[src/hw/rtl/twg_pkg.sv]
// ----------------------------------------------------------------------------
// twg_pkg: shared types and constants for the wave grid step block
// Grid geometry, command codes and the payload structs of each channel.
// ----------------------------------------------------------------------------
package twg_pkg;

   localparam int GRID_WIDTH  = 64;
   localparam int GRID_HEIGHT = 64;
   localparam int CELLS       = GRID_WIDTH * GRID_HEIGHT;
   localparam int IDX_W       = $clog2(CELLS);
   localparam int PORTS       = 4;

   localparam logic [1:0] CMD_INJECT = 2'd0;
   localparam logic [1:0] CMD_STEP   = 2'd1;
   localparam logic [1:0] CMD_READ   = 2'd2;
   localparam logic [1:0] CMD_NONE   = 2'd3;

   localparam logic [15:0] FRICTION_RESET = 16'd32768;

   typedef struct packed {
      logic [1:0]         command;
      logic [5:0]         cell_x;
      logic [5:0]         cell_y;
      logic signed [15:0] velocity_x;
      logic signed [15:0] velocity_y;
   } twg_req_type;

   typedef struct packed {
      logic signed [31:0] cell_height;
      logic [1:0]         done_command;
   } twg_rsp_type;

   // classified job handed from the front to the back
   typedef struct packed {
      logic [1:0]       command;
      logic [IDX_W-1:0] cell_idx;
      logic [31:0]      energy;
   } twg_job_type;

endpackage

[src/hw/rtl/twg_front.sv]
// ----------------------------------------------------------------------------
// twg_front: request intake
// Takes request beats, squares the velocities and forms the inject energy.
// ----------------------------------------------------------------------------
module twg_front (
   input  logic                 clock,
   input  logic                 reset,
   input  logic                 req_valid,
   output logic                 req_ready,
   input  twg_pkg::twg_req_type req_data,
   output logic                 job_valid,
   input  logic                 job_ready,
   output twg_pkg::twg_job_type job_data
);
   import twg_pkg::*;

   logic                 s1_valid_ff, s1_valid_in;
   logic [1:0]           s1_cmd_ff;
   logic [IDX_W-1:0]     s1_idx_ff;
   logic [30:0]          sqx_ff, sqy_ff;
   logic signed [31:0]   sqx_full, sqy_full;
   logic [31:0]          sq_sum;
   logic [36:0]          energy_wide;
   logic                 take;

   assign req_ready = !s1_valid_ff || job_ready;
   assign take      = req_valid && req_ready;

   assign sqx_full = req_data.velocity_x * req_data.velocity_x;
   assign sqy_full = req_data.velocity_y * req_data.velocity_y;

   always_comb begin
      s1_valid_in = s1_valid_ff;
      if (take) begin
         s1_valid_in = 1'b1;
      end else if (job_ready) begin
         s1_valid_in = 1'b0;
      end
   end

   always_ff @(posedge clock) begin
      if (reset) begin
         s1_valid_ff <= 1'b0;
      end else begin
         s1_valid_ff <= s1_valid_in;
      end
   end

   always_ff @(posedge clock) begin
      if (take) begin
         s1_cmd_ff <= req_data.command;
         s1_idx_ff <= {req_data.cell_y, req_data.cell_x};
         sqx_ff    <= sqx_full[30:0];
         sqy_ff    <= sqy_full[30:0];
      end
   end

   // 20*e as (e<<4)+(e<<2), then clamp to the positive range
   assign sq_sum      = {1'b0, sqx_ff} + {1'b0, sqy_ff};
   assign energy_wide = {1'b0, sq_sum, 4'b0} + {3'b0, sq_sum, 2'b0};

   assign job_valid         = s1_valid_ff;
   assign job_data.command  = s1_cmd_ff;
   assign job_data.cell_idx = s1_idx_ff;
   assign job_data.energy   = (energy_wide > 37'h07FFFFFFF) ? 32'h7FFFFFFF
                                                            : energy_wide[31:0];

endmodule

[config.mk]
export PLATFORM = sky130hd
export DESIGN_NAME = twg_front
export DESIGN_NICKNAME = d
export VERILOG_FILES = /design/src/hw/rtl/twg_pkg.sv /design/src/hw/rtl/twg_front.sv
export SDC_FILE = /design/constraint.sdc
export NUM_CORES = 1
export LEC_CHECK = 0
export BUFFER_PORTS_ARGS = -buffer_cell sky130_fd_sc_hd__buf_2
export CORE_ASPECT_RATIO = 0.5
export CORE_MARGIN = 2
export CORE_UTILIZATION = 65
export CTS_BUF_LIST = sky130_fd_sc_hd__clkbuf_8 sky130_fd_sc_hd__clkbuf_16
export CTS_CLUSTER_SIZE = 40
export DETAILED_ROUTE_END_ITERATION = 8
export PLACE_DENSITY = 0.93
export SLEW_MARGIN = 20
export SYNTH_ARGS = -nofsm -noshare
export SYNTH_HDL_FRONTEND = slang
export SYNTH_SLANG_ARGS = --single-unit
[constraint.sdc]
create_clock -name clock -period 21.3 [get_ports clock]
set_input_delay 4.26 -clock clock [delete_from_list [all_inputs] [get_ports clock]]
set_output_delay 4.26 -clock clock [all_outputs]
set_load 0.01 [all_outputs]
# == Word-level counts from Yosys, hierarchy flattened ==
# Index checks and enable logic that the tools add are counted.
# classes
n_mul,2
order_cmp,1
mux,3
add_sub_neg,2
n_reduce_logical,4
# op_table
cell,count
$mul A16 B16 Y31,2
$add A36 B34 Y37,1
$gt A37 B31 Y1 const B,1
$add A31 B31 Y32,1
$mux W32,1
$mux W1,2
$reduce_bool A2 Y1,1
$logic_and A1 B1 Y1,1
$logic_not A1 Y1,1
$logic_or A1 B1 Y1,1
# totals
input_bits,50
output_inout_bits,48
regBits,77
elab_cells,17

# == Logic depth before layout (Yosys ltp) ==
# Gate-level depths: netlist of run 1.
# depth
word_depth,4
ltp_mapped,25
ltp_nobuf,24

# == Worst setup path before layout of run 1 ==
# Ideal clock, no wire load.
# synth_timing
kind,input port to flip-flop
startpoint,input port req_data[15] in the netlist's numbering
endpoint,register sqy_ff[29] (data pin)
n_path_buf,2
setup_time_ns,0.258
slack_ns,11.226
required_time_ns,21.042
t_arrival_ns,9.816
stages,21
cell_sequence,clkbuf_1 -> inv_1 -> clkbuf_1 -> nor2_1 -> fa_1 -> inv_1 -> fa_1 -> inv_1 -> fa_1 -> fa_1 -> fa_1 -> fa_1 -> ha_1 -> a21o_1 -> a21oi_1 -> a21boi_0 -> o22ai_1 -> nor3_1 -> o21bai_1 -> a21oi_1 -> xnor2_1
# synth_between
elab_chain_len,1
# synth_lines
item,line,source
"start, declared",twg_front.sv:10,"input twg_pkg::twg_req_type req_data,"
$mul A16 B16 Y31,twg_front.sv:30,assign sqy_full = req_data.velocity_y * req_data.velocity_y;
net sqy_full[29],twg_front.sv:21,"logic signed [31:0] sqx_full, sqy_full;"
"end signal, assigned",twg_front.sv:54,sqy_ff <= sqy_full[30:0];
"end, declared",twg_front.sv:20,"logic [30:0] sqx_ff, sqy_ff;"
# The timed path passes the listed nets, and every way through them passes these cells.
# A chain may end at the register's enable or synchronous reset.

# == Worst setup path in the final report of run 1 ==
# Ends and elaborated chain as after synthesis.

==> impl_metrics.tcl, run 1 <==
set metrics [dict create \
    status "finished, violations left" \
    violations "design-rule violations" \
    hp-start "job_valid" \
    synth_seq_cells 75 \
    slew-limit-headroom_pct 42.9 \
    final.setup.tns_ns 0 \
    setup_viol 0 \
    cp.arrival_ns 10.62 \
    die_y_um 136 \
    worstRegToRegCells 3 \
    ctsHtreeMaxLevel 3 \
    synth_edf_count 74 \
    path_max_fanout 18 \
    whs_ns 0.531 \
    firstDrtPassIters 8 \
    port_buffers 96 \
    grt_pass1_wl_um 88500 \
    crit_start "req_data[15]" \
    num-nets-final 3225 \
    cts_setup_buffers 0 \
    crit_end "sqy_ff[29]" \
    fp.dieArea_um2 36500 \
    diodes 0 \
    syn-num-nets 3171 \
    globalRouteTotalUtil_pct 31.2 \
    die_w_um 268 \
    path_clk_slew_ns 0.07 \
    cts.sinks 75 \
    synth_top_area_share_pct 40.5 \
    synthTopCellsByCount "666 x inv_1, 459 x fa_1, 232 x ha_1" \
    worstSetupPathType "in -> reg" \
    stdcell_count 2964 \
    postPlaceCellArea_um2 23600 \
    layout-drive-gt1-share_pct 7.03 \
    num_vias 16900 \
    antenna_found_initial 0 \
    dp_cells 2948 \
    drv_cap 0 \
    syn_to_final_growth_pct 5.05 \
    cts_tree "built" \
    min_period_ns 10.53 \
    clk_latency_ns 0.35 \
    async_reset_ff_share_pct 0 \
    critPathLaunchType "input pin" \
    synth_area_um2 22700 \
    cts_hold_buf 0 \
    netlist_instances 2430 \
    finalCritPeriodShare_pct 49.5 \
    cp-end-kind "flip-flop" \
    syn-mean-instance-area_um2 9.34 \
    seq_area_frac_synth_pct 9.88 \
    pin_count 98 \
    grt_max_degree 70 \
    clock_skew_ns 0.0131 \
    cts_root_buf "clkbuf_16" \
    slew_viol_final 0 \
    final_area_um2 23800 \
    place_congestion 0.936 \
    max_freq_ghz 0.0949 \
    r2r-start "job_valid" \
    yosysMostFrequentCell "inv_1" \
    drcViolationCount 1 \
    r2r_end "sqy_ff[2]" \
    coreArea_um2 34400 \
    tightest_slew_ns 0.856 \
    rows 48 \
    totalWireLength_um 53300 \
    min_path_type "reg -> reg" \
    finalHoldViolCount 0 \
    synthTopCellsByArea "fa_1 40%, ha_1 13%, inv_1 11%" \
    rsz0062_at_grt "no" \
    r2r_slack_ns 19.53 \
    yosysWarnings 0 \
    cp.required_ns 21.39 \
    synth-main-ff-cell "edfxtp_1" \
    wl_per_cell_um 18.0 \
    grt_overflow 0 \
    vias_per_cell 5.69 \
    cts_buffer_depth 2 \
    cts_buffers 9 \
    ys_types 83 \
    first_global_vias 18200 \
    start_util_pct 66.0 \
    detailed_place_hpwl_um 44900 \
    cts_resized 0 \
    drt_iter0_markers 1480 \
    ant_nets 0 \
    synth_top_cell_by_area "fa_1" \
]
[through the flow]
step           utilization, %  setup slack [ns]
2_1_floorplan               -             11.23
3_3_place_gp             68.5             10.70
3_5_place_dp             68.5             10.53
4_1_cts                  69.3             10.86
5_1_grt                  69.3             10.45
6_report                 69.3             10.77
[routing by layer]
layer	share of wire (%)	routed length [um]	vias up	track usage [%]
met1	38	20500	8290	40.0
met3	9.4	5020	177	6.05
li1	-	-	7531	-
met2	49	25900	859	53.2
met4	3.5	1890	0	11.0
met5	0	0	-	0.405
[cells by family (layout without fill, tap and decap cells)]
| family | after synthesis | in the layout | share of synthesized area (%) |
|---|---|---|---|
| fa+ha+maj | 691 | 691 | 53.3 |
| buf+inv | 726 | 785 | 12.2 |
| compound gates | 294 | 294 | 8.68 |
| flops | 75 | 75 | 9.88 |
| other cells | 1 | 1 | 0.0165 |
| mux | 5 | 5 | 0.237 |
| simple gates | 504 | 504 | 10.6 |
| xor+xnor | 134 | 134 | 5.17 |
[layout make-up]
cell class / count / area (um^2)
Clock buffer: 9 / 225
Clock inverter: 7 / 62.6
Fill cell: 2363 / 10600
Inverter: 671 / 2520
Multi-Input combinational cell: 1629 / 17700
Sequential cell: 75 / 2240
Tap cell: 475 / 594
Timing Repair Buffer: 98 / 495
[cell usage in the layout, fill, tap and decap left out, types with 39 or more instances in the layout]
cell type	Yosys	routed
nand2_1	184	184
edfxtp_1	74	74
inv_1	666	666
xnor2_1	95	95
a21o_1	40	40
nor2_1	116	116
buf_2	0	96
a21oi_1	86	86
o21ai_0	52	52
xor2_1	39	39
ha_1	232	232
and2_1	67	66
fa_1	459	459
[critical path: stages]
cell      delay [ns]
buf_2           0.22
inv_1           0.45
nor2_1          0.19
fa_1            0.73
inv_1           0.13
fa_1            0.67
inv_1           0.21
fa_1            0.50
fa_1            0.54
fa_1            0.50
inv_1           0.05
fa_1            0.48
inv_1           0.05
ha_1            0.22
a21o_1          0.20
a21oi_1         0.18
a21boi_0        0.24
o22ai_1         0.16
nor3_1          0.24
o21bai_1        0.09
a21oi_1         0.19
xnor2_1         0.09
[registers in the layout, summed over array words and instances (netlist names)]
signal / cells
sqx_ff: 30
s1_idx_ff: 12
sqy_ff: 30
job_valid: 1
s1_cmd_ff: 2
[worst min-delay path by stage]
stage | end | slack, ns | depth (start not counted)
global route | job_valid | 0.57 | 2
floorplan | job_valid | 0.59 | 2
CTS | job_valid | 0.52 | 2
finish | job_valid | 0.53 | 2
global placement | job_valid | 0.49 | 2
detailed placement | job_valid | 0.51 | 2
Power of run 1 is left out: the tool's default activity adds up to more than one toggle a clock period on the data nets, which glitch-free logic cannot reach.
==> inputs of run 2 (changes only) <==
- clock period: 21.3 -> 10.55 ns (I/O delays scaled with it)
==> run 2 against run 1 <==
  * The flow now finishes without violations
  * Non-clock buffer count rose by 1
  * Critical path depth is the same
  * Wire length grew 5.0%
  * Global-route usage up 1.3 points
  * Final cell count about the same
  * Design area up 0.23%
  * Sequential share of layout area is essentially flat
  * First-iteration DRC count shrank 0.41%
==> impl_metrics.tcl, run 2 (synthesis gave the netlist of run 1 again) <==
set metrics [dict create \
    detailed_place_hpwl_um 46200 \
    coreArea_um2 34400 \
    whs_endpoint "job_valid" \
    final.setup.tns_ns 0 \
    cts_resized 0 \
    wl_per_cell_um 18.9 \
    cts_setup_buffers 0 \
    path_cells "buf_2 > clkinv_1 > nor2_1 > ha_1 > xor2_1 > fa_1 > fa_1 > inv_1 > fa_1 > fa_1 > inv_1 > fa_1 > inv_1 > ha_1 > a21oi_1 > nand2_1 > a211o_1 > a41oi_1 > o21ai_0 > a21o_1 > a21oi_1 > xnor2_1" \
    die_w_um 268 \
    slew_viol_final 0 \
    antenna_found_initial 1 \
    grt_overflow 0 \
    drcViolationCount 0 \
    min_period_ns 8.41 \
    fp.dieArea_um2 36500 \
    ant_nets 0 \
    final_common_cell "inv_1" \
    cp-end-kind "flip-flop" \
    first_global_vias 18600 \
    cp.required_ns 10.64 \
    dp_cells 2949 \
    port_buffers 96 \
    clk_latency_ns 0.35 \
    rsz0062_at_grt "no" \
    fin_ws_ns 2.14 \
    holdPathStages 2 \
    cp_slowest_stage_delay_ns 0.51 \
    postPlaceCellArea_um2 23600 \
    final_area_um2 23900 \
    path_clk_slew_ns 0.07 \
    cts_tree "built" \
    drv_cap 0 \
    tightest_slew_ns 0.774 \
    clock_skew_ns 0.00893 \
    min_path_type "reg -> reg" \
    drt_iter0_markers 1474 \
    stdcell_count 2966 \
    r2r-start "job_valid" \
    worstRegToRegCells 3 \
    r2r_end "sqx_ff[30]" \
    cp.arrival_ns 8.49 \
    place_congestion 0.954 \
    finalCritPeriodShare_pct 79.7 \
    ctsHtreeMaxLevel 3 \
    vias_per_cell 5.81 \
    critPathMostFrequentCell "fa_1" \
    layout-drive-gt1-share_pct 7.07 \
    cts_buffers 9 \
    cts_hold_buf 0 \
    multi_input_area_um2 17700 \
    setup_viol 0 \
    cts_buffer_depth 2 \
    path_max_fanout 9 \
    cts.sinks 75 \
    syn_to_final_growth_pct 5.29 \
    cts_root_buf "clkbuf_16" \
    num_vias 17200 \
    final_cell_mix "666 x inv_1, 459 x fa_1, 232 x ha_1" \
    globalRouteTotalUtil_pct 32.5 \
    slew-limit-headroom_pct 48.4 \
    rows 48 \
    firstDrtPassIters 7 \
    pin_count 98 \
    place_ws_ns 1.97 \
    grt_pass1_wl_um 92500 \
    die_y_um 136 \
    finalHoldViolCount 0 \
    regArea_um2 2240 \
    max_freq_ghz 0.119 \
    critPathLaunchType "input pin" \
    largestRegisters "sqx_ff x30, sqy_ff x30, s1_idx_ff x12" \
    crit_slowest_cell "fa_1" \
    num-nets-final 3226 \
    n_fill_cell 2372 \
    grt_max_degree 47 \
    worstSetupPathType "in -> reg" \
    r2r_slack_ns 8.42 \
    hp-start "job_valid" \
    totalWireLength_um 56000 \
    start_util_pct 66.0 \
    status "complete, no violations" \
]
## run 2: cell types whose count changed in the layout (fill, tap and decap cells not counted), sizes merged
| cell | change |
|---|---|
| inv | -3 |
| bufinv | +2 |
| clkinv | +2 |
| buf | +1 |
| clkinvlp | -1 |
| diode | +1 |
## run 2: critical path, delay by kind of cell
kind	cells	cell delay, ns
buffers and inverters	5	0.83
XOR/XNOR	2	0.31
AND/OR/NAND/NOR	2	0.43
adder cells (fa/ha/maj)	7	3.14
AO/OA/AOI/OAI	6	1.66
## run 2: worst max-delay path by stage
stage	slack (ns)	depth (start not counted)	start	endpoint
after global placement	2.11	22	req_data[12]	sqy_ff[24]
after global routing	1.78	23	sqx_ff[3]	job_data[18]
final	2.14	22	req_data[12]	sqy_ff[24]
after detailed placement	1.97	20	req_data[15]	sqy_ff[29]
after floorplan	2.63	21	req_data[15]	sqy_ff[29]
after CTS	2.24	22	sqx_ff[3]	job_data[18]
## run 2: stage by stage
step                utilization, %  hold WS (ns)
global route                  69.4         0.597
CTS                           69.4         0.566
detailed placement            68.5         0.544
finish                        69.5         0.571
global placement              68.5         0.486
floorplan                        -         0.593
## run 2: metal layers
metal	part of all wire, %	vias to the layer above	GRT usage [%]
met3	9.6	211	6.34
met5	0	-	0
met2	49	906	55.9
li1	-	7512	-
met1	38	8597	41.1
met4	3.9	0	12.2
## run 2: area by class of cell
type / count / share of cell area [%]
Clock inverter: 7 / 0.445
Antenna cell: 1 / 0.0105
Inverter: 671 / 10.5
Tap cell: 475 / 2.49
Sequential cell: 75 / 9.38
Timing Repair Buffer: 99 / 2.10
Clock buffer: 9 / 0.942
Multi-Input combinational cell: 1629 / 74.1
Power of run 2 is left out for the same reason.
