## config.mk

```make
export PLATFORM = sky130hd
export DESIGN_NAME = twg_queue
export DESIGN_NICKNAME = d
export VERILOG_FILES = /design/src/hw/rtl/twg_pkg.sv /design/src/hw/rtl/twg_queue.sv
export SDC_FILE = /design/constraint.sdc
export NUM_CORES = 1
export LEC_CHECK = 0
export BUFFER_PORTS_ARGS = -buffer_cell sky130_fd_sc_hd__buf_2
export CAP_MARGIN = 5
export CORE_AREA = 2 2 123 125
export DETAILED_ROUTE_END_ITERATION = 10
export DIE_AREA = 0 0 125 127
export GPL_TIMING_DRIVEN = 0
export MAX_ROUTING_LAYER = met4
export PLACE_DENSITY = 0.7
export SYNTH_ARGS = -nofsm -noshare
export SYNTH_HDL_FRONTEND = slang
export SYNTH_SLANG_ARGS = --single-unit
```

## constraint.sdc

```tcl
create_clock -name clock -period 2.9 [get_ports clock]
set_clock_uncertainty 0.2 [all_clocks]
set_input_delay 0.145 -clock clock [delete_from_list [all_inputs] [get_ports clock]]
set_output_delay 0.145 -clock clock [all_outputs]
set_load 0.02 [all_outputs]
```

## src/hw/rtl/twg_pkg.sv

```systemverilog
// ----------------------------------------------------------------------------
// twg_pkg: shared types and constants for the wave grid step block
// Grid geometry, command codes and the payload structs of each channel.
// ----------------------------------------------------------------------------
package twg_pkg;

   localparam int GRID_WIDTH  = 64;
   localparam int GRID_HEIGHT = 64;
   localparam int CELLS       = GRID_WIDTH * GRID_HEIGHT;
   localparam int IDX_W       = $clog2(CELLS);
   localparam int PORTS       = 4;

   localparam logic [1:0] CMD_INJECT = 2'd0;
   localparam logic [1:0] CMD_STEP   = 2'd1;
   localparam logic [1:0] CMD_READ   = 2'd2;
   localparam logic [1:0] CMD_NONE   = 2'd3;

   localparam logic [15:0] FRICTION_RESET = 16'd32768;

   typedef struct packed {
      logic [1:0]         command;
      logic [5:0]         cell_x;
      logic [5:0]         cell_y;
      logic signed [15:0] velocity_x;
      logic signed [15:0] velocity_y;
   } twg_req_type;

   typedef struct packed {
      logic signed [31:0] cell_height;
      logic [1:0]         done_command;
   } twg_rsp_type;

   // classified job handed from the front to the back
   typedef struct packed {
      logic [1:0]       command;
      logic [IDX_W-1:0] cell_idx;
      logic [31:0]      energy;
   } twg_job_type;

endpackage

```

## src/hw/rtl/twg_queue.sv

```systemverilog
// ----------------------------------------------------------------------------
// twg_queue: job queue
// Four-entry queue between intake and execution.
// ----------------------------------------------------------------------------
module twg_queue (
   input  logic                 clock,
   input  logic                 reset,
   input  logic                 in_valid,
   output logic                 in_ready,
   input  twg_pkg::twg_job_type in_data,
   output logic                 out_valid,
   input  logic                 out_ready,
   output twg_pkg::twg_job_type out_data
);
   import twg_pkg::*;

   localparam int DEPTH = 4;
   localparam int PTR_W = $clog2(DEPTH);

   twg_job_type        slot_ff [DEPTH];
   logic [PTR_W-1:0]   wr_ptr_ff, rd_ptr_ff;
   logic [PTR_W:0]     count_ff;
   logic               push, pop;

   assign in_ready  = (count_ff != (PTR_W+1)'(DEPTH));
   assign out_valid = (count_ff != '0);
   assign out_data  = slot_ff[rd_ptr_ff];
   assign push      = in_valid && in_ready;
   assign pop       = out_valid && out_ready;

   always_ff @(posedge clock) begin
      if (reset) begin
         wr_ptr_ff <= '0;
         rd_ptr_ff <= '0;
         count_ff  <= '0;
      end else begin
         if (push) wr_ptr_ff <= wr_ptr_ff + 1'b1;
         if (pop)  rd_ptr_ff <= rd_ptr_ff + 1'b1;
         if (push && !pop) begin
            count_ff <= count_ff + 1'b1;
         end else if (pop && !push) begin
            count_ff <= count_ff - 1'b1;
         end
      end
   end

   always_ff @(posedge clock) begin
      if (push) slot_ff[wr_ptr_ff] <= in_data;
   end

endmodule

```

# Word level (Yosys, flattened, before mapping)
# Memory sizes are Yosys's and may differ from the RTL's. A register that Yosys moved wholly into a read port is not among the register bits.
# Cells that the tools add are included.
word_totals:
  ff_bits: 7
  ram_bits: 184
  in_bits: 50
  output_inout_bits: 48
  n_memories: 1
classes:
  n_addsub: 4
  eq_ne: 1
  muxes: 6
  reduce_logical: 8
memory_table:
  columns: ["name", "words", "word_bits", "rd", "rd_clocked_by_memory_dff", "write_ports", "line_no", "source"]
  rows:
  - ["slot_ff", 4, 46, 1, 1, 1, "twg_queue.sv:20", "twg_job_type slot_ff [DEPTH];"]
ops:
  columns: ["cell", "n"]
  rows:
  - ["$mux 3", 2]
  - ["$add 2x1->2 const B", 2]
  - ["$logic_and 1x1->1", 4]
  - ["$mux 2", 2]
  - ["$add 3x1->3 const B", 1]
  - ["$ne 3x3->1 const B", 1]
  - ["$reduce_bool 3->1", 1]
  - ["$sub 3x1->3 const B", 1]
  - ["$logic_not 1->1", 2]
  - ["$mux 1", 2]
  - ["$reduce_bool 2->1", 1]

# Longest topological paths before layout
# Gate-level depths: netlist of run 1.
logic_depth:
  ltp_word: 6
  ltp_mapped: 8
  depth_no_buf: 8

# Worst setup path after synthesis of run 1
# OpenSTA, ideal clock, no wires.
synth_path:
  path_type: "reg-to-reg"
  from: "reg count_ff[0]"
  to: "mem slot_ff[0][0] (netlist name) (enable)"
  arrival_time_ps: 1907
  slack_ps: 385
  path_stages_with_launch: 4
  n_path_buf: 0
  synth_period_minus_slack_ps: 2515
  path_cell_list: "dfxtp_1 -> nor2_1 -> a21boi_2 -> and2_1"
synth_between:
  elab_chain_len: 4
synth_lines:
  columns: ["element", "line_no", "source"]
  rows:
  - ["from (decl)", "twg_queue.sv:22", "logic [PTR_W:0] count_ff;"]
  - ["from (signal assigned)", "twg_queue.sv:40", "count_ff <= count_ff + 1'b1;"]
  - ["from (signal assigned)", "twg_queue.sv:42", "count_ff <= count_ff - 1'b1;"]
  - ["$ne 3x3->1", "twg_queue.sv:25", "assign in_ready = (count_ff != (PTR_W+1)'(DEPTH));"]
  - ["$logic_and 1x1->1", "twg_queue.sv:28", "assign push = in_valid && in_ready;"]
  - ["named net push", "twg_queue.sv:23", "logic push, pop;"]
  - ["$mux 1", "twg_queue.sv:48", "if (push) slot_ff[wr_ptr_ff] <= in_data;"]
  - ["$mux 1 (not written as such)", "twg_queue.sv:48", null]
  - ["to (decl)", "twg_queue.sv:20", null]
# The timed path passes the listed nets, and every way through them passes these cells.

# Final worst setup path of run 1
layout_path:
  from: "reg count_ff[0]"
  to: "reg count_ff[2]"
layout_between:
  elab_chain_len: 5
layout_lines:
  columns: ["element", "line_no", "source"]
  rows:
  - ["$ne 3x3->1 *", "twg_queue.sv:25", null]
  - ["$logic_and 1x1->1 *", "twg_queue.sv:28", null]
  - ["named net push", "twg_queue.sv:23", null]
  - ["$logic_not 1->1", "twg_queue.sv:41", "end else if (pop && !push) begin"]
  - ["$logic_and 1x1->1", "twg_queue.sv:41", null]
  - ["$reduce_bool 2->1 (no source line)", null, null]
# The timed path passes the listed nets; every way through them passes the cells marked *. The select of a mux whose other input is x is not followed.
# A chain may end at the register's enable or synchronous reset.

==> results of run 1 <==
## final timing paths
path                               endpoint  cells past startpoint                      start
setup / recovery   count_ff[2]$_SDFFE_PP0P_                      8   count_ff[0]$_SDFFE_PP0P_
setup reg to reg   count_ff[2]$_SDFFE_PP0P_                      8   count_ff[0]$_SDFFE_PP0P_
hold / removal     slot_ff[3][11]$_DFFE_PP_                      2                in_data[11]
hold reg to reg   rd_ptr_ff[1]$_SDFFE_PP0P_                      2  rd_ptr_ff[1]$_SDFFE_PP0P_
## power by group through the flow
stage	clock network [mW]	registers, mW	logic [mW]
finish	2.36	3.48	2.11
global route	2.52	3.50	2.28
CTS	2.40	3.48	2.17
detailed placement	0	3.54	2.11
global placement	0	3.53	2.04
floorplan	0	3.51	1.49
## routing by layer
metal  vias to the layer above  global-route usage  part of all wire
li1                       1557                   -                 -
met1                      1732               0.214              0.43
met2                        87               0.275              0.51
met3                        22              0.0406             0.041
met4                         0              0.0673             0.018
met5                         -                   -                 0
## synth_stat cells
library cell	number
xor2_1	4
a21oi_1	1
nand2b_1	2
nand2_1	1
clkbuf_1	1
mux2i_1	2
fa_1	1
ha_1	5
mux4_1	6
dfxtp_1	9
o31ai_1	1
edfxtp_1	184
buf_6	1
and2_1	4
clkbuf_2	1
buf_12	4
mux2_2	1
buf_2	4
or3_1	2
nor2_1	8
inv_1	3
mux4_2	40
o311ai_0	1
a21boi_2	1
o21ai_0	1
## cell families (layout without fill, tap and decap cells)
| group | Yosys count | in the layout | synth area share |
|---|---|---|---|
| compound gates | 5 | 5 | 0.00524 |
| fa+ha+maj | 6 | 6 | 0.0115 |
| xor+xnor | 4 | 4 | 0.00489 |
| simple gates | 17 | 17 | 0.0117 |
| mux | 49 | 49 | 0.152 |
| buf+inv | 14 | 194 | 0.0183 |
| flops | 193 | 193 | 0.796 |
## metrics by stage
| step | cell area [sq um] | utilization | std cells |
|---|---|---|---|
| after CTS | 9060 | 0.628 | 652 |
| after global routing | 9060 | 0.628 | 652 |
| after detailed placement | 7970 | 0.552 | 572 |
| after global placement | 7880 | 0.546 | 568 |
| after floorplan | 7170 | - | 288 |
| final | 9060 | 0.628 | 652 |
## state kept, by name, summed over array words and instances (netlist names), named ones only
register,cells
rd_ptr_ff,2
count_ff,3
wr_ptr_ff,2
slot_ff,184
## layout make-up
cell class	instances	area, sq um	share of cell area
clock inverters	12	164	0.0181
well taps	184	230	0.0254
inverters	3	11.3	0.00124
clock buffers	19	433	0.0478
flip-flops and latches	193	5710	0.630
plain buffers	11	120	0.0133
multi-input cells	81	1330	0.147
repair buffers	149	1060	0.117
## critical path, delay by kind of cell, from the launching register on
family / cells / cell delay (ns)
fa+ha+maj: 2 / 0.63
flops: 1 / 0.46
compound gates: 2 / 0.45
simple gates: 2 / 0.43
xor+xnor: 1 / 0.18
buf+inv: 1 / 0.07
## repair_timing
item | in CTS | in global routing
hold endpoints to repair | 193 | 0
buffers inserted | 0 | 0
hold buffers | 49 | 0
==> summary.md, run 1 <==
| Metric | Value |
|---|---|
| Worst-Skew Late Latency | 0.43 ns |
| Synth Warn # | 0 |
| Fill count | 1018 |
| Die height | 127 microns |
| Final Hold Viols | 0 |
| Slowest CP cell | dfxtp_1 |
| Int Power | 5.78 mW |
| Crit path kind | reg -> reg |
| First-pass GRT wire length | about 19 mm |
| CTS max path bufs | 2 |
| CTS buffer count | 17 |
| Total vias in the final route | 3398 |
| Slew Limit Fails | 0 |
| P_sw | roughly 2.2 mW |
| Avg WL per Cell | ~19 microns |
| Crit path DAT | 2.64 ns |
| # nets final | about 510 |
| Post-cts resize count | 0 |
| Clk pin slew, worst setup/hold paths | roughly 0.060 ns |
| RSZ-0062 raised after global routing | false |
| Sw Ratio | 0.272 |
| Synth Cell Area | approximately 0.0072 sq mm |
| Peak VDD IR | 0.436 mV |
| Worst Path Required | slightly above 3 ns |
| Tmin final | 2.48 ns |
| DRC violations left | 0 |
| Area Growth Syn to Fin | 26.4% |
| Total wire length | ~12 mm |
| Max_slew headroom | 0.404 |
| Yosys reg bits | about 190 |
| Most common cell after layout, fill and taps aside | edfxtp_1 |
| GPL Wtd Cong | approximately 0.72 |
| Setup total negative slack | 0 ns |
| Post-DP HPWL | approximately 7.3 mm |
| Syn Inst Count | ~290 |
| Top-area cell type share of the netlist area | 0.771 |
| Syn_area_per_cell | between 20 and 25 sq um |
| Tot Pwr | 7.95 mW |
| Root buffer cell | clkbuf_16 |
| Number of H-tree levels | 4 |
| Fmax | approximately 400 MHz |
| CP Max Fanout | 7 |
| R2R Setup Slk | around 0.42 ns |
| Vias in the first global route | 3633 |
| Tcrit/Tclk final | 0.854 |
| Core footprint | roughly 0.014 sq mm |
| Worst Hold Class | in -> reg |
| Max cap viols | 0 |
| Hold Slack | about 0.26 ns |
| Die Area | about 0.016 sq mm |
| Global route overflow | 0 |
| Leakage | 3.14 nW |
| Layout cells sized above 1 | 0.391 |
| N_diodes | 0 |
| Port-buffer cells | 96 |
| Critical Path Start Type | register |
| Gate power share | 0.266 |
| Clock Sinks | 193 |
| Place WS | ~0.44 ns |
| TritonCTS clock tree | yes |
| Pre-antenna DRT Iters | 4 |
| # rows | 44 |
| Final Setup Violations | 0 |
| Power Dens Cells | around 880 mW/mm^2 |
| Flop pwr share | 0.437 |
| Post-synth net total | between 300 and 400 |
| Max incr delay on CP | 0.46 ns |
| Most frequent cells in the layout | 184 x edfxtp_1, 100 x buf_2, 49 x dlygate4sd3_1 |
| Setup crit end kind | register |
| Yosys cell types | 25 |
| Worst slew pin tran | between 0.8 and 0.9 ns |
| Post-DRT Antenna Nets | 0 |
| Initial antenna violation count | 0 |
| PnR worst setup slack | between 0.4 and 0.5 ns |
| Via/cell ratio | about 5.2 |
| Initial Utilization | 0.497 |
| Largest net degree at the start of global routing | 30 |
| Area contributors post-synth | edfxtp_1 77%, mux4_2 13%, dfxtp_1 2.5%, mux4_1 2.2%, buf_12 1.1% |
| Post-synthesis sequential area ratio | 0.796 |
| Initial DRC Count | 243 |
| Clock power frac | 0.297 |
| Status | completed |
| Tot GR Track Use | 0.171 |
| Crit-path cells | nor2_1, a21boi_2, ha_1, inv_1, fa_1, xor2_1, or3_1, a21oi_1 |
| Synth area leader | edfxtp_1 |
| # IOs | between 90 and 100 |
| Die width | about 130 microns |
No activity file was read; power rests on OpenSTA's default activity.
==> run 2: changes to the inputs <==
MAX_ROUTING_LAYER = default   (was met4)
RECOVER_POWER = 50   (was default)
==> run 2 against run 1 <==
Against the previous run: worst setup slack hardly changed; combinational power hardly changed; total power is 0.36% lower; sequential power hardly changed; final area is 0.79% lower; final cell count stayed put; flip-flop and latch count stayed put; clock power hardly changed; routed wire length hardly changed; first-iteration DRC count is 3.3% higher; global-route usage is 0.51 points lower.
==> summary.md, run 2 (synthesis results as in run 1) <==
| Metric | Value |
|---|---|
| Status | completed (unchanged) |
| CTS buffer count | 17 (unchanged) |
| Avg WL per Cell | 18.7 microns (about the same) |
| N_diodes | 0 (unchanged) |
| First-pass GRT wire length | 19.5 mm (unchanged) |
| Worst Path Required | 3.06 ns (about the same) |
| FF+latch area | 0.00571 sq mm (unchanged) |
| RSZ-0062 raised after global routing | false (unchanged) |
| Root buffer cell | clkbuf_16 (unchanged) |
| Post-cts resize count | 0 (unchanged) |
| P_sw | 2.16 mW (about the same) |
| Port-buffer cells | 96 (unchanged) |
| Top reg by flops | slot_ff (unchanged) |
| Clk pin slew, worst setup/hold paths | 0.06 ns (about the same) |
| TritonCTS clock tree | yes (unchanged) |
| Die height | 127 microns (unchanged) |
| Initial antenna violation count | 0 (unchanged) |
| Die Area | 0.0159 sq mm (unchanged) |
| Area Growth Syn to Fin | 25.4% (was 26.4%) |
| Die width | 125 microns (unchanged) |
| Int Power | 5.75 mW (was 5.78 mW) |
| R2R Path End | count_ff[2]$_SDFFE_PP0P_ (unchanged) |
| Worst slew pin tran | 0.884 ns (was 0.893 ns) |
| # rows | 44 (unchanged) |
| Gate power share | 0.264 (was 0.266) |
| Largest net degree at the start of global routing | 30 (unchanged) |
| Initial Utilization | 0.497 (unchanged) |
| Final Setup Violations | 0 (unchanged) |
| Max reg flops | 184 (unchanged) |
| # IOs | 98 (unchanged) |
| Setup crit end kind | register (unchanged) |
| Global route overflow | 0 (unchanged) |
| Power Dens Cells | 881 mW/mm^2 (was 877 mW/mm^2) |
| Max_slew headroom | 0.411 (was 0.404) |
| Most frequent cells in the layout | 184 x edfxtp_1, 55 x clkbuf_1, 49 x dlygate4sd3_1 (was 184 x edfxtp_1, 100 x buf_2, 49 x dlygate4sd3_1) |
| HP Start | in_data[11] (unchanged) |
| Clock Sinks | 193 (unchanged) |
| Flop pwr share | 0.439 (was 0.437) |
| Leakage | 2.99 nW (was 3.14 nW) |
| Most common cell after layout, fill and taps aside | edfxtp_1 (unchanged) |
| CTS max path bufs | 2 (unchanged) |
| Fill count | 1047 (was 1018) |
| Worst-Skew Late Latency | 0.43 ns (about the same) |
| Leading registers by flop count | slot_ff: 184 flops, count_ff: 3 flops (unchanged) |
| Slew Limit Fails | 0 (unchanged) |
| Vias in the first global route | 3633 (unchanged) |
| Peak VDD IR | 0.433 mV (was 0.436 mV) |
| Total wire length | 12.2 mm (about the same) |
| Tmin final | 2.48 ns (about the same) |
| Max cap viols | 0 (unchanged) |
| Initial DRC Count | 251 (was 243) |
| DRC violations left | 0 (unchanged) |
| Worst Hold Endpoint | slot_ff[3][11]$_DFFE_PP_ (unchanged) |
| Fmax | 404 MHz (about the same) |
| Pre-antenna DRT Iters | 4 (unchanged) |
| Crit path kind | reg -> reg (unchanged) |
| Total vias in the final route | 3405 (was 3398) |
| Tcrit/Tclk final | 0.854 (about the same) |
| GPL Wtd Cong | 0.707 (was 0.715) |
| Final Hold Viols | 0 (unchanged) |
| Final core utilization | 0.623 (was 0.628) |
| Tot Pwr | 7.92 mW (was 7.95 mW) |
| Layout cells sized above 1 | 0.280 (was 0.391) |
| # nets final | 512 (unchanged) |
| Post-DP HPWL | 7.26 mm (unchanged) |
| Reg2reg start | count_ff[0]$_SDFFE_PP0P_ (unchanged) |
| Core footprint | 0.0144 sq mm (unchanged) |
| Hold Path Stages | 2 (unchanged) |
| FF-to-FF path depth | 8 (unchanged) |
| Worst Hold Class | in -> reg (unchanged) |
| Clock power frac | 0.298 (was 0.297) |
| R2R Setup Slk | 0.42 ns (about the same) |
| Post-DRT Antenna Nets | 0 (unchanged) |
| Number of H-tree levels | 4 (unchanged) |
| Via/cell ratio | 5.22 (was 5.21) |
| Critical Path Start Type | register (unchanged) |
| Multi-input gate area | 0.00133 sq mm (unchanged) |
| Crit path DAT | 2.64 ns (about the same) |
| Tot GR Track Use | 0.166 (was 0.171) |
| Sw Ratio | 0.273 (was 0.272) |
| CP Max Fanout | 7 (unchanged) |
run 2: power by group through the flow:
stage	Clock [mW]	Combinational (mW)	Sequential, mW
2_1_floorplan	0	1.49	3.51
4_1_cts	2.40	2.17	3.48
3_5_place_dp	0	2.11	3.54
6_report	2.36	2.09	3.47
5_1_grt	2.52	2.25	3.50
3_3_place_gp	0	2.04	3.53
run 2: critical path, stage by stage (launching register included):
cell and delay, ns:
dfxtp_1 0.46, nor2_1 0.11, a21boi_2 0.31, ha_1 0.26
inv_1 0.07, fa_1 0.37, xor2_1 0.18, or3_1 0.32
a21oi_1 0.14
run 2: how the worst max path moves through the flow:
stage | endpoint | from | slack, ns | cells after the start
global route | count_ff[2]$_SDFFE_PP0P_ | count_ff[0]$_SDFFE_PP0P_ | 0.23 | 8
CTS | slot_ff[1][16]$_DFFE_PP_ | count_ff[0]$_SDFFE_PP0P_ | 0.43 | 4
detailed placement | slot_ff[1][15]$_DFFE_PP_ | count_ff[0]$_SDFFE_PP0P_ | 0.44 | 4
floorplan | slot_ff[0][0]$_DFFE_PP_ | count_ff[0]$_SDFFE_PP0P_ | 0.39 | 3
global placement | slot_ff[2][16]$_DFFE_PP_ | count_ff[0]$_SDFFE_PP0P_ | -0.60 | 3
finish | count_ff[2]$_SDFFE_PP0P_ | count_ff[0]$_SDFFE_PP0P_ | 0.42 | 8
run 2: cell type report:
type | instances | area share
plain buffers | 11 | 0.0127
flip-flops and latches | 193 | 0.635
clock inverters | 12 | 0.0182
inverters | 3 | 0.00125
clock buffers | 19 | 0.0482
multi-input cells | 81 | 0.148
repair buffers | 149 | 0.111
well taps | 184 | 0.0256
run 2: stage by stage:
step	TNS (ns)	hold WS, ns	instances	worst slack, ns	area (sq um)
global route	0	0.335	652	0.232	8980
floorplan	0	0.0439	288	0.385	7170
CTS	0	0.243	652	0.427	9060
finish	0	0.299	652	0.425	8980
global placement	-109.51	0.155	568	-0.605	7880
detailed placement	0	0.162	572	0.436	7970
run 2: repair_timing:
item | 4_1_cts | 5_1_grt
setup buffers | 0 | 0
endpoints found under the hold margin | 193 | 0
hold buffers | 49 | 0
run 2: per-layer routing:
layer | wire, microns | track usage
met1 | 5150 | 0.213
met2 | 6280 | 0.275
met3 | 540 | 0.0415
met4 | 215 | 0.0673
met5 | 0 | 0
==> run 3: changes to the inputs <==
ABC_AREA = 1   (was default)
CORE_AREA = 2 2 125 127   (was 2 2 123 125)
DIE_AREA = 0 0 127 129   (was 0 0 125 127)
==> run 3 against run 2 <==
Against the previous run: count of clock-buffer cells in the layout shrank 1; combinational power up 11%; total power grew 2.1%; global-route usage is 3.8 points higher; worst hold slack worse by 0.039 ns; non-clock buffer count rose by 19; final area increased by 2.3%; register-to-register slack improved by 0.08 ns; critical path depth is 1 lower; clock power shrank 3%; via count increased by 40%.
==> summary.md, run 3 <==
| Metric | Value |
|---|---|
| Crit-path cells | buf_6, inv_2, buf_6, clkbuf_1, nor2_2, o22ai_2, clkbuf_1 (was nor2_1, a21boi_2, ha_1, inv_1, fa_1, xor2_1, or3_1, a21oi_1) |
| Synth Warn # | 0 (unchanged) |
| Tmin final | 2.55 ns (was 2.48 ns) |
| Tcrit/Tclk final | 0.878 (was 0.854) |
| Max cap viols | 0 (unchanged) |
| Crit path DAT | 2.20 ns (was 2.64 ns) |
| P_sw | 2.67 mW (was 2.16 mW) |
| First-pass GRT wire length | 25.0 mm (was 19.5 mm) |
| Synth Cell Area | 0.00736 sq mm (was 0.00717 sq mm) |
| Sw Ratio | 0.330 (was 0.273) |
| Int Power | 5.41 mW (was 5.75 mW) |
| Pre-antenna DRT Iters | 4 (unchanged) |
| N_diodes | 0 (unchanged) |
| Worst Hold Class | in -> reg (unchanged) |
| Critical Path Start Type | register (unchanged) |
| Setup crit end kind | output pin (was register) |
| Metal-1 WL | 6.74 mm (was 5.15 mm) |
| Total vias in the final route | 4774 (was 3405) |
| Yosys cell types | 21 (was 25) |
| Tot GR Track Use | 0.203 (was 0.166) |
| Root buffer cell | clkbuf_16 (unchanged) |
| Power Dens Cells | 879 mW/mm^2 (was 881 mW/mm^2) |
| # rows | 45 (was 44) |
| Max incr delay on CP | 0.55 ns (was 0.46 ns) |
| Placed Instances | 802 (was 572) |
| Ys async rst share | 0 (unchanged) |
| Via/cell ratio | 5.41 (was 5.22) |
| CTS max path bufs | 2 (unchanged) |
| Clk pin slew, worst setup/hold paths | 0.07 ns (was 0.06 ns) |
| Fill count | 1171 (was 1047) |
| CP Max Fanout | 10 (was 7) |
| Clock power frac | 0.284 (was 0.298) |
| CTS buffer count | 17 (unchanged) |
| Vias in the first global route | 4923 (was 3633) |
| Initial Utilization | 0.491 (was 0.497) |
| DRC violations left | 0 (unchanged) |
| Final core utilization | 0.614 (was 0.623) |
| Post-synthesis sequential area ratio | 0.776 (was 0.796) |
| Leakage | 3.19 nW (was 2.99 nW) |
| Wire length on met3 | 1.01 mm (was 540 microns) |
| Area Growth Syn to Fin | 25.0% (was 25.4%) |
| TritonCTS clock tree | yes (unchanged) |
| Post-DRT Antenna Nets | 0 (unchanged) |
| # IOs | 98 (unchanged) |
| Most frequent cells in the layout | 184 x edfxtp_1, 96 x nor2_1, 62 x clkbuf_1 (was 184 x edfxtp_1, 55 x clkbuf_1, 49 x dlygate4sd3_1) |
| Slew Limit Fails | 0 (unchanged) |
| Highest routing layer actually used | met4 (unchanged) |
| Post-DP HPWL | 9.69 mm (was 7.26 mm) |
| Met2 wire len | 7.95 mm (was 6.28 mm) |
| Max_slew headroom | 0.439 (was 0.411) |
| Commonest cells in the netlist | 184 x edfxtp_1, 100 x nor2_1, 59 x o21ai_0 (was 184 x edfxtp_1, 40 x mux4_2, 9 x dfxtp_1) |
| Fmax | 393 MHz (was 404 MHz) |
| Initial DRC Count | 390 (was 251) |
| GPL Wtd Cong | 0.726 (was 0.707) |
| Final Setup Violations | 0 (unchanged) |
| Worst slew pin tran | 0.839 ns (was 0.884 ns) |
| Slowest CP cell | clkbuf_1 (was dfxtp_1) |
| Core footprint | 0.0150 sq mm (was 0.0144 sq mm) |
| # nets final | 738 (was 512) |
| Worst-Skew Late Latency | 0.43 ns (about the same) |
| Die height | 129 microns (was 127 microns) |
| Top reg by flops | slot_ff (unchanged) |
| Post-synth EDFFs | 184 (unchanged) |
| Clock Sinks | 193 (unchanged) |
| Synth area leader | edfxtp_1 (unchanged) |
| Crit path kind | reg -> out (was reg -> reg) |
| Flop pwr share | 0.430 (was 0.439) |
| Status | completed (unchanged) |
| Post-CTS setup buffer count | 0 (unchanged) |
| Post-cts resize count | 0 (unchanged) |
| Yosys reg bits | 193 (unchanged) |
| Number of H-tree levels | 4 (unchanged) |
| Most common cell after layout, fill and taps aside | edfxtp_1 (unchanged) |
| Syn_area_per_cell | 14.3 sq um (was 24.9 sq um) |
| Worst Path Required | 2.56 ns (was 3.06 ns) |
| Final Hold Viols | 0 (unchanged) |
| Die Area | 0.0164 sq mm (was 0.0159 sq mm) |
| Largest net degree at the start of global routing | 29 (was 30) |
| Max reg flops | 184 (unchanged) |
| Global route overflow | 0 (unchanged) |
| Place WS | 0.466 ns (was 0.436 ns) |
| Initial antenna violation count | 0 (unchanged) |
| Syn Inst Count | 513 (was 288) |
| Hold Slack | 0.260 ns (was 0.299 ns) |
| Final Non-Filler Cells | 883 (was 652) |
| Gate power share | 0.286 (was 0.264) |
| Area contributors post-synth | edfxtp_1 75%, nor2_1 5.1%, o21ai_0 4.0%, o22ai_1 3.4%, dfxtp_1 2.4% (was edfxtp_1 77%, mux4_2 13%, dfxtp_1 2.5%, mux4_1 2.2%, buf_12 1.1%) |
| RSZ-0062 raised after global routing | false (unchanged) |
| Top-count cell post-synth | edfxtp_1 (unchanged) |
| Peak VDD IR | 0.571 mV (was 0.433 mV) |
| PnR worst setup slack | 0.354 ns (was 0.425 ns) |
| Leading registers by flop count | slot_ff: 184 flops, count_ff: 3 flops (unchanged) |
| Die width | 127 microns (was 125 microns) |
| Layout cells sized above 1 | 0.167 (was 0.280) |
| Total wire length | 15.9 mm (was 12.2 mm) |
| Primary FF master, synth | edfxtp_1 (unchanged) |
| Port-buffer cells | 97 (was 96) |
| Top-area cell type share of the netlist area | 0.751 (was 0.771) |
| Post-synth net total | 569 (was 344) |
| Avg WL per Cell | 18.0 microns (was 18.7 microns) |
==> run 3: cell types whose count changed in the layout (fill, tap and decap cells not counted), sizes merged, moves of 4 or more <==
cell    previous run  this run
mux4              46         0
nor2               8       106
clkbuf            74        79
and2               4         0
nand3              0         4
o22ai              0        46
o21ai              1        93
buf               56        69
inv                4        21
nand2              1        15
==> run 3: what timing repair did <==
item / CTS / global route
setup endpoints to repair: 0 / 0
hold endpoints to repair: 193 / 0
hold buffers: 49 / 0
==> run 3: metal layers <==
layer | global-route usage | vias up
met5 | 0 | -
met4 | 0.0724 | 0
met3 | 0.0462 | 19
met2 | 0.343 | 161
met1 | 0.262 | 2348
li1 | - | 2246
==> run 3: metrics by stage <==
step                      instance area, sq um  total power, mW  setup TNS [ns]
after global routing                      9190             8.47               0
final                                     9190             8.08               0
after floorplan                           7360             4.99          -96.00
after global placement                    8080             5.75         -358.98
after detailed placement                  8190             5.83               0
after CTS                                 9260             8.16               0
==> run 3: critical path, delay by kind of cell (launching register included) <==
kind | cells | cell delay (ns)
AO/OA/AOI/OAI | 1 | 0.17
buffers and inverters | 5 | 1.20
flip-flops | 1 | 0.33
AND/OR/NAND/NOR | 1 | 0.07
==> run 3: worst paths after layout <==
path,from,endpoint,slack [ns],cells past startpoint
min reg2reg,rd_ptr_ff[1]$_SDFFE_PP0P_,register,0.30,2
max,register,out_data[42],0.35,7
min,reset,rd_ptr_ff[0]$_SDFFE_PP0P_,0.26,3
max reg2reg,count_ff[0]$_SDFFE_PP0P_,slot_ff[0][8]$_DFFE_PP_,0.50,5
==> run 3: logic make-up after synthesis <==
kind of cell,after synthesis,share of synthesized area
flip-flops,193,0.776
AO/OA/AOI/OAI,142,0.110
AND/OR/NAND/NOR,126,0.0675
buffers and inverters,45,0.0349
adder cells (fa/ha/maj),6,0.0112
XOR/XNOR,1,0.00119
==> run 3: layout make-up <==
class                           count  area (sq um)  area share
Inverter                           16          60.1     0.00653
Buffer                             29           189      0.0206
Clock buffer                       18           429      0.0467
Clock inverter                     14           154      0.0167
Timing Repair Buffer              150           995       0.108
Multi-Input combinational cell    275          1420       0.155
Sequential cell                   193          5710       0.621
Tap cell                          188           235      0.0256
==> run 3: power by group through the flow <==
| stage | sequential [mW] | clock, mW | combinational [mW] |
|---|---|---|---|
| floorplan | 3.53 | 0 | 1.47 |
| global placement | 3.56 | 0 | 2.20 |
| global route | 3.49 | 2.43 | 2.54 |
| detailed placement | 3.53 | 0 | 2.30 |
| finish | 3.47 | 2.29 | 2.31 |
| CTS | 3.47 | 2.32 | 2.36 |
